--- src/sv/suspicious_frame_detector_unit_defines.svh ---
// Assertion macros for the suspicious frame detector.
`ifndef SUSPICIOUS_FRAME_DETECTOR_UNIT_DEFINES_SVH
`define SUSPICIOUS_FRAME_DETECTOR_UNIT_DEFINES_SVH

`ifndef ASSERT_OFF
`define SFD_ASSERT_IMP(lbl, ante, cons, msg) \
  lbl: assert property (@(posedge clk) disable iff (rst) (ante) |-> (cons)) else $error(msg);
`define SFD_ASSERT_NXT(lbl, ante, cons, msg) \
  lbl: assert property (@(posedge clk) disable iff (rst) (ante) |=> (cons)) else $error(msg);
`else
`define SFD_ASSERT_IMP(lbl, ante, cons, msg)
`define SFD_ASSERT_NXT(lbl, ante, cons, msg)
`endif

`endif

--- src/sv/sfd_pkg.sv ---
package sfd_pkg;

  localparam int DimW        = 13;
  localparam int MaxDim      = 4096;
  localparam int GridRows    = 24;
  localparam int GridCols    = 48;
  localparam int StripCols   = 96;
  localparam int StripMinH   = 24;
  localparam int StripMinW   = 48;
  localparam int StripMinTop = 10;
  localparam int StepW       = 8;
  localparam int LumaW       = 18;
  // reciprocal of 3 scaled by 2^13, exact for the divisions used here on values below 8192
  localparam int RecipDiv    = 2731;
  localparam logic [31:0] VarLimitScaled = 32'd12000000;

  typedef logic [1:0] cfg_idx_t;
  localparam cfg_idx_t CFG_WIDTH  = 2'd0;
  localparam cfg_idx_t CFG_HEIGHT = 2'd1;
  localparam cfg_idx_t CFG_DARK   = 2'd2;

  typedef logic [2:0] mul_op_t;
  localparam mul_op_t MUL_NONE = 3'd0;
  localparam mul_op_t MUL_LL   = 3'd1;
  localparam mul_op_t MUL_NLO  = 3'd2;
  localparam mul_op_t MUL_NHI  = 3'd3;
  localparam mul_op_t MUL_NN   = 3'd4;
  localparam mul_op_t MUL_NK   = 3'd5;

  typedef struct packed {
    logic    pix_accept;
    logic    cfg_write;
    mul_op_t mul_op;
    logic    do_sum;
    logic    load_result;
  } sfd_cmd_t;

endpackage

--- src/sv/sfd_ctrl.sv ---
module sfd_ctrl import sfd_pkg::*; (
  input  logic     clk,
  input  logic     rst,
  input  logic     in_valid,
  input  logic     last_pixel,
  output logic     in_ready,
  input  logic     cfg_valid,
  output logic     cfg_ready,
  output logic     out_valid,
  input  logic     out_ready,
  output sfd_cmd_t cmd
);

  localparam logic [3:0] ST_SETUP = 4'd0;
  localparam logic [3:0] ST_RUN   = 4'd1;
  localparam logic [3:0] ST_D1    = 4'd2;
  localparam logic [3:0] ST_D2    = 4'd3;
  localparam logic [3:0] ST_M_LL  = 4'd4;
  localparam logic [3:0] ST_M_NLO = 4'd5;
  localparam logic [3:0] ST_M_NHI = 4'd6;
  localparam logic [3:0] ST_M_NN  = 4'd7;
  localparam logic [3:0] ST_M_NK  = 4'd8;
  localparam logic [3:0] ST_SUM   = 4'd9;
  localparam logic [3:0] ST_FIN   = 4'd10;

  logic [3:0] state, state_next;
  logic       pix_acc, cfg_acc, load;

  assign cfg_ready = (state == ST_RUN);
  assign in_ready  = (state == ST_RUN) && !cfg_valid;
  assign pix_acc   = in_valid && in_ready;
  assign cfg_acc   = cfg_valid && cfg_ready;
  assign load      = (state == ST_FIN) && (!out_valid || out_ready);

  always_comb begin
    state_next = state;
    unique case (state)
      ST_SETUP: state_next = ST_RUN;
      ST_RUN: begin
        if (cfg_acc) state_next = ST_SETUP;
        else if (pix_acc && last_pixel) state_next = ST_D1;
      end
      ST_D1:    state_next = ST_D2;
      ST_D2:    state_next = ST_M_LL;
      ST_M_LL:  state_next = ST_M_NLO;
      ST_M_NLO: state_next = ST_M_NHI;
      ST_M_NHI: state_next = ST_M_NN;
      ST_M_NN:  state_next = ST_M_NK;
      ST_M_NK:  state_next = ST_SUM;
      ST_SUM:   state_next = ST_FIN;
      ST_FIN: begin
        if (load) state_next = ST_RUN;
      end
      default:  state_next = ST_SETUP;
    endcase
  end

  always_comb begin
    cmd             = '0;
    cmd.pix_accept  = pix_acc;
    cmd.cfg_write   = cfg_acc;
    cmd.do_sum      = (state == ST_SUM);
    cmd.load_result = load;
    unique case (state)
      ST_M_LL:  cmd.mul_op = MUL_LL;
      ST_M_NLO: cmd.mul_op = MUL_NLO;
      ST_M_NHI: cmd.mul_op = MUL_NHI;
      ST_M_NN:  cmd.mul_op = MUL_NN;
      ST_M_NK:  cmd.mul_op = MUL_NK;
      default:  cmd.mul_op = MUL_NONE;
    endcase
  end

  always_ff @(posedge clk) begin
    if (rst) begin
      state     <= ST_SETUP;
      out_valid <= 1'b0;
    end else begin
      state <= state_next;
      if (load) out_valid <= 1'b1;
      else if (out_ready) out_valid <= 1'b0;
    end
  end

endmodule

--- config.mk ---
export PLATFORM = sky130hd
export DESIGN_NAME = sfd_ctrl
export DESIGN_NICKNAME = d
export VERILOG_FILES = /design/src/sv/suspicious_frame_detector_unit_defines.svh /design/src/sv/sfd_pkg.sv /design/src/sv/sfd_ctrl.sv
export SDC_FILE = /design/constraint.sdc
export NUM_CORES = 1
export LEC_CHECK = 0
export ABC_CLOCK_PERIOD_IN_PS = 1400
export BUFFER_PORTS_ARGS = -buffer_cell sky130_fd_sc_hd__buf_2
export CAP_MARGIN = 20
export CORE_MARGIN = 2
export CORE_UTILIZATION = 25
export DETAILED_ROUTE_END_ITERATION = 12
export SETUP_SLACK_MARGIN = 0.02
export SLEW_MARGIN = 25
export SYNTH_ARGS = -nofsm -noshare
export SYNTH_HDL_FRONTEND = slang
export SYNTH_SLANG_ARGS = --single-unit
--- constraint.sdc ---
create_clock -name clk -period 1.4 [get_ports clk]
set_input_delay 0.21 -clock clk [delete_from_list [all_inputs] [get_ports clk]]
set_output_delay 0.21 -clock clk [all_outputs]
set_load 0.02 [all_outputs]
# Word level (Yosys, flattened, before mapping)
# Index checks and enable logic that the tools add are counted.
# word_totals
input_bits	6
word_cells	32
out_inout_bits	10
regBits	5
# classes
eq_ne	12
n_mux	7
reduce_logical	11
# ops
operator	n
$pmux W4 S11	1
$eq A4 B3 Y1 const B	4
$pmux W3 S5	1
$eq A4 B4 Y1 const B	3
$mux W4	3
$eq A4 B2 Y1 const B	2
$logic_and A1 B1 Y1	5
$eq A4 B1 Y1 const B	1
$logic_not A4 Y1	1
$ne A3 B1 Y1 const B	1
$logic_not A1 Y1	2
$mux W1	2
$ne A2 B2 Y1 const B	1
$reduce_and A2 Y1	1
$reduce_bool A2 Y1	1
$logic_or A1 B1 Y1	1

# Logic depth before layout (Yosys ltp)
# depth
ltp_word	7
ltp_mapped	5

# Worst setup path after synthesis
# OpenSTA, ideal clock, no wires.
# synth_path
path_type	reg-to-output
start	reg state[3]
end	out cmd[6] (netlist name)
required_time_ns	1.190
n_path_buf	2
arrival_time_ns	1.398
stages_incl_launch_ff	6
path_slack_ns	-0.208
path_cell_list	dfxtp_1 buf_4 nor4b_4 and2b_4 and2_1 buf_4
# synth_via
elab_chain_len	3
# synth_rtl
item	line_no	text
start: declaration	sfd_ctrl.sv:26	logic [3:0] state, state_next;
start signal: assignment	sfd_ctrl.sv:79	state <= state_next;
$eq A4 B1 Y1	-	
net cfg_ready	sfd_ctrl.sv:8	output logic cfg_ready,
$logic_and A1 B1 Y1	sfd_ctrl.sv:30	assign in_ready = (state == ST_RUN) && !cfg_valid;
net in_ready	sfd_ctrl.sv:6	output logic in_ready,
$logic_and A1 B1 Y1	sfd_ctrl.sv:31	assign pix_acc = in_valid && in_ready;
end: declaration	sfd_ctrl.sv:11	output sfd_cmd_t cmd
# The timed path passes the listed nets, and every way through them passes these cells.

==> summary.md <==
| Metric | Value |
|---|---|
| CTS tree | yes |
| Initial antenna violation count | 0 |
| Fmax | between 0.6 and 0.7 GHz |
| HPWL after DPL | around 610 um |
| Relative slew slack | between 80% and 90% |
| Cts bufs inserted | 3 |
| Kind of critical path | reg -> out |
| Vias | between 300 and 400 |
| Syn_area_per_cell | around 8.3 um^2 |
| Die area | roughly 1900 um^2 |
| Syn. warnings | 0 |
| Dpl ws | just over 0.05 ns |
| Diodes inserted | 0 |
| Required time worst endpoint | roughly 1.2 ns |
| Synth Register Bits | 5 |
| DIE HEIGHT | around 43 um |
| Cells after Synth | 46 |
| Least-Margin Pin Slew | about 0.22 ns |
| Layout net count | 80 |
| # setup viols final | 4 |
| CP Launch Type | flip-flop |
| Worst-path clk slew | roughly 0.040 ns |
| Via-to-Cell Ratio | between 4 and 5 |
| Peak VDD IR | ~0.00037 V |
| Vias in the first global route | roughly 390 |
| Total negative slack | -0.266 ns |
| PortBufs | 15 |
| Initial Util | between 20% and 30% |
| Worst clock skew | between 0.00015 and 0.0002 ns |
| Static leakage | about 0.3 nW |
| Clock Sinks | 5 |
| Total Power | approximately 0.45 mW |
| DR WL/cell | 10.9 um |
| Register area share after synthesis | 26.2% |
| Fin area | roughly 670 um^2 |
| ANT nets after route | 0 |
| Total GRT Usage | roughly 12% |
| Netlist Area Pre-Place | approximately 380 um^2 |
| Core area | around 1500 um^2 |
| RSZ-0062 raised after global routing | true |
| Die width | approximately 43 um |
| Slew Limit Fails | 0 |
| Final Util | about 45% |
| Hold Path Class | in -> reg |
| Row Count | 14 |
| H-Tree Depth | 1 |
| Mapped Nets | 52 |
| Global-route wire length before repair | between 1500 and 2000 um |
| Post-Route WL | 970 um |
| Area after DPL | approximately 480 um^2 |
| Yosys cell types | 21 |
| Pre-Repair DR Iteration Count | 4 |
| Max Fanout on Critical Path | 4 |
| PnR worst setup slack | -0.107 ns |
| Period utilization | 108% |
| Min Tclk post-route | approximately 1.5 ns |
| Grt ovf | 0 |
| # DRC | 0 |
| Maximum clock path buffer count | 2 |
| Initial DRC count | 5 |
| Clk_lat worst skew | between 0.2 and 0.25 ns |
| GP Congestion | ~0.7 |
| Crit path capture type | output port |
| I/O pin count | 16 |
| Arr. time, crit path | about 1.3 ns |
| Clk root buf | clkbuf_4 |
| Pin count of the biggest net entering global routing | 8 |
| Status | finished with violations |
| Failing checks | setup timing |
| Area Overhead vs Synth | 75.1% |
| Share of post-route cells with drive strength above 1 | a little over two thirds |
| Hold Fails Final Rpt | 0 |
| Pwr per Cell Area | 681 nW/um^2 |
| MaxCap Viol Count | 0 |
| CTS Hold Bufs | 0 |
[worst max-delay path, cell delays in order (launching register included)]
cell	delay (ns)
dfxtp_4	0.35
nor4b_4	0.28
and2b_4	0.19
and2_4	0.13
buf_6	0.10
[layout make-up]
class                      count  area [um^2]
multi-input combinational     35          287
clock buffer                   4         26.3
tap                           16         20.0
sequential                     5          113
timing repair buffer          28          219
fill                         152          803
inverter                       1         3.75
[sequential cells by signal (all words and copies together) (netlist names)]
signal / flops
state: 4
out_valid: 1
[per-stage QoR]
stage          hold WS (ns)  instances
3_5_place_dp          0.412         77
4_1_cts               0.147         85
6_report              0.160         89
2_1_floorplan         0.272         46
5_1_grt               0.154         89
3_3_place_gp          0.410         77
[path summary, 6_finish.rpt]
| check | startpoint | to | slack (ns) | cells past startpoint |
|---|---|---|---|---|
| max | state[2] | cmd[6] | -0.11 | 4 |
| min | rst | state[0] | 0.16 | 2 |
| max reg2reg | state[2] | state[1] | 0.19 | 5 |
| min reg2reg | out_valid | out_valid | 0.56 | 2 |
[cells in the final DEF (no fill, tap or decap)]
master	synthesis	final
buf_4	4	14
buf_2	0	7
buf_6	1	7
nand2_1	5	4
a21oi_1	6	4
nand2b_4	0	3
a21oi_2	1	3
o21ai_0	3	3
clkbuf_4	0	3
dfxtp_4	0	3
nand2b_1	5	2
nor2b_1	3	2
nand2_2	1	2
and2_4	0	2
nor2b_4	0	1
nand3b_1	1	1
nor3b_2	0	1
nor4b_4	1	1
nor2_1	1	1
o22a_1	1	1
inv_1	1	1
and2b_4	1	1
a21o_4	1	1
xor2_1	1	1
nor3_2	1	1
clkbuf_1	0	1
dfxtp_1	5	1
dfxtp_2	0	1
[what timing repair did]
item	CTS	global route
resized for setup	21	11
pin swaps	5	2
setup endpoints to repair	9	9
setup buffers	4	4
[report_power, final]
part / switching [mW] / internal [mW]
clock network: 0.0594 / 0.108
logic: 0.0601 / 0.0743
registers: 0.00767 / 0.146
[cell families (layout without fill, tap and decap cells)]
family / count (synthesis) / in the layout / share of synthesized area, %
xor+xnor: 1 / 1 / 2.30
flops: 5 / 5 / 26.2
compound gates: 12 / 12 / 20.3
buf+inv: 6 / 33 / 11.8
simple gates: 22 / 22 / 39.3
[synth_stat cells]
cell type | instances | share of area [%]
a21o_4 | 1 | 3.9
a21oi_1 | 6 | 7.9
a21oi_2 | 1 | 2.3
and2_1 | 2 | 3.3
and2b_4 | 1 | 2.6
buf_4 | 4 | 7.9
buf_6 | 1 | 3.0
dfxtp_1 | 5 | 26
inv_1 | 1 | 0.98
nand2_1 | 5 | 4.9
nand2_2 | 1 | 1.6
nand2b_1 | 5 | 8.2
nand3b_1 | 1 | 2.0
nor2_1 | 1 | 0.98
nor2b_1 | 3 | 4.9
nor3_2 | 1 | 2.6
nor3b_1 | 1 | 2.0
nor4b_4 | 1 | 6.2
o21ai_0 | 3 | 3.9
o22a_1 | 1 | 2.3
xor2_1 | 1 | 2.3
[layer usage]
metal	routed length, um	up-vias	share of wire, %	global-route usage [%]
met5	0	-	0	0
met2	552	4	57	20.6
met4	8	0	0.82	9.09
met3	21	2	2.2	3.83
li1	-	207	-	-
met1	387	179	40	12.6
Power figures use the tool's default switching activity.
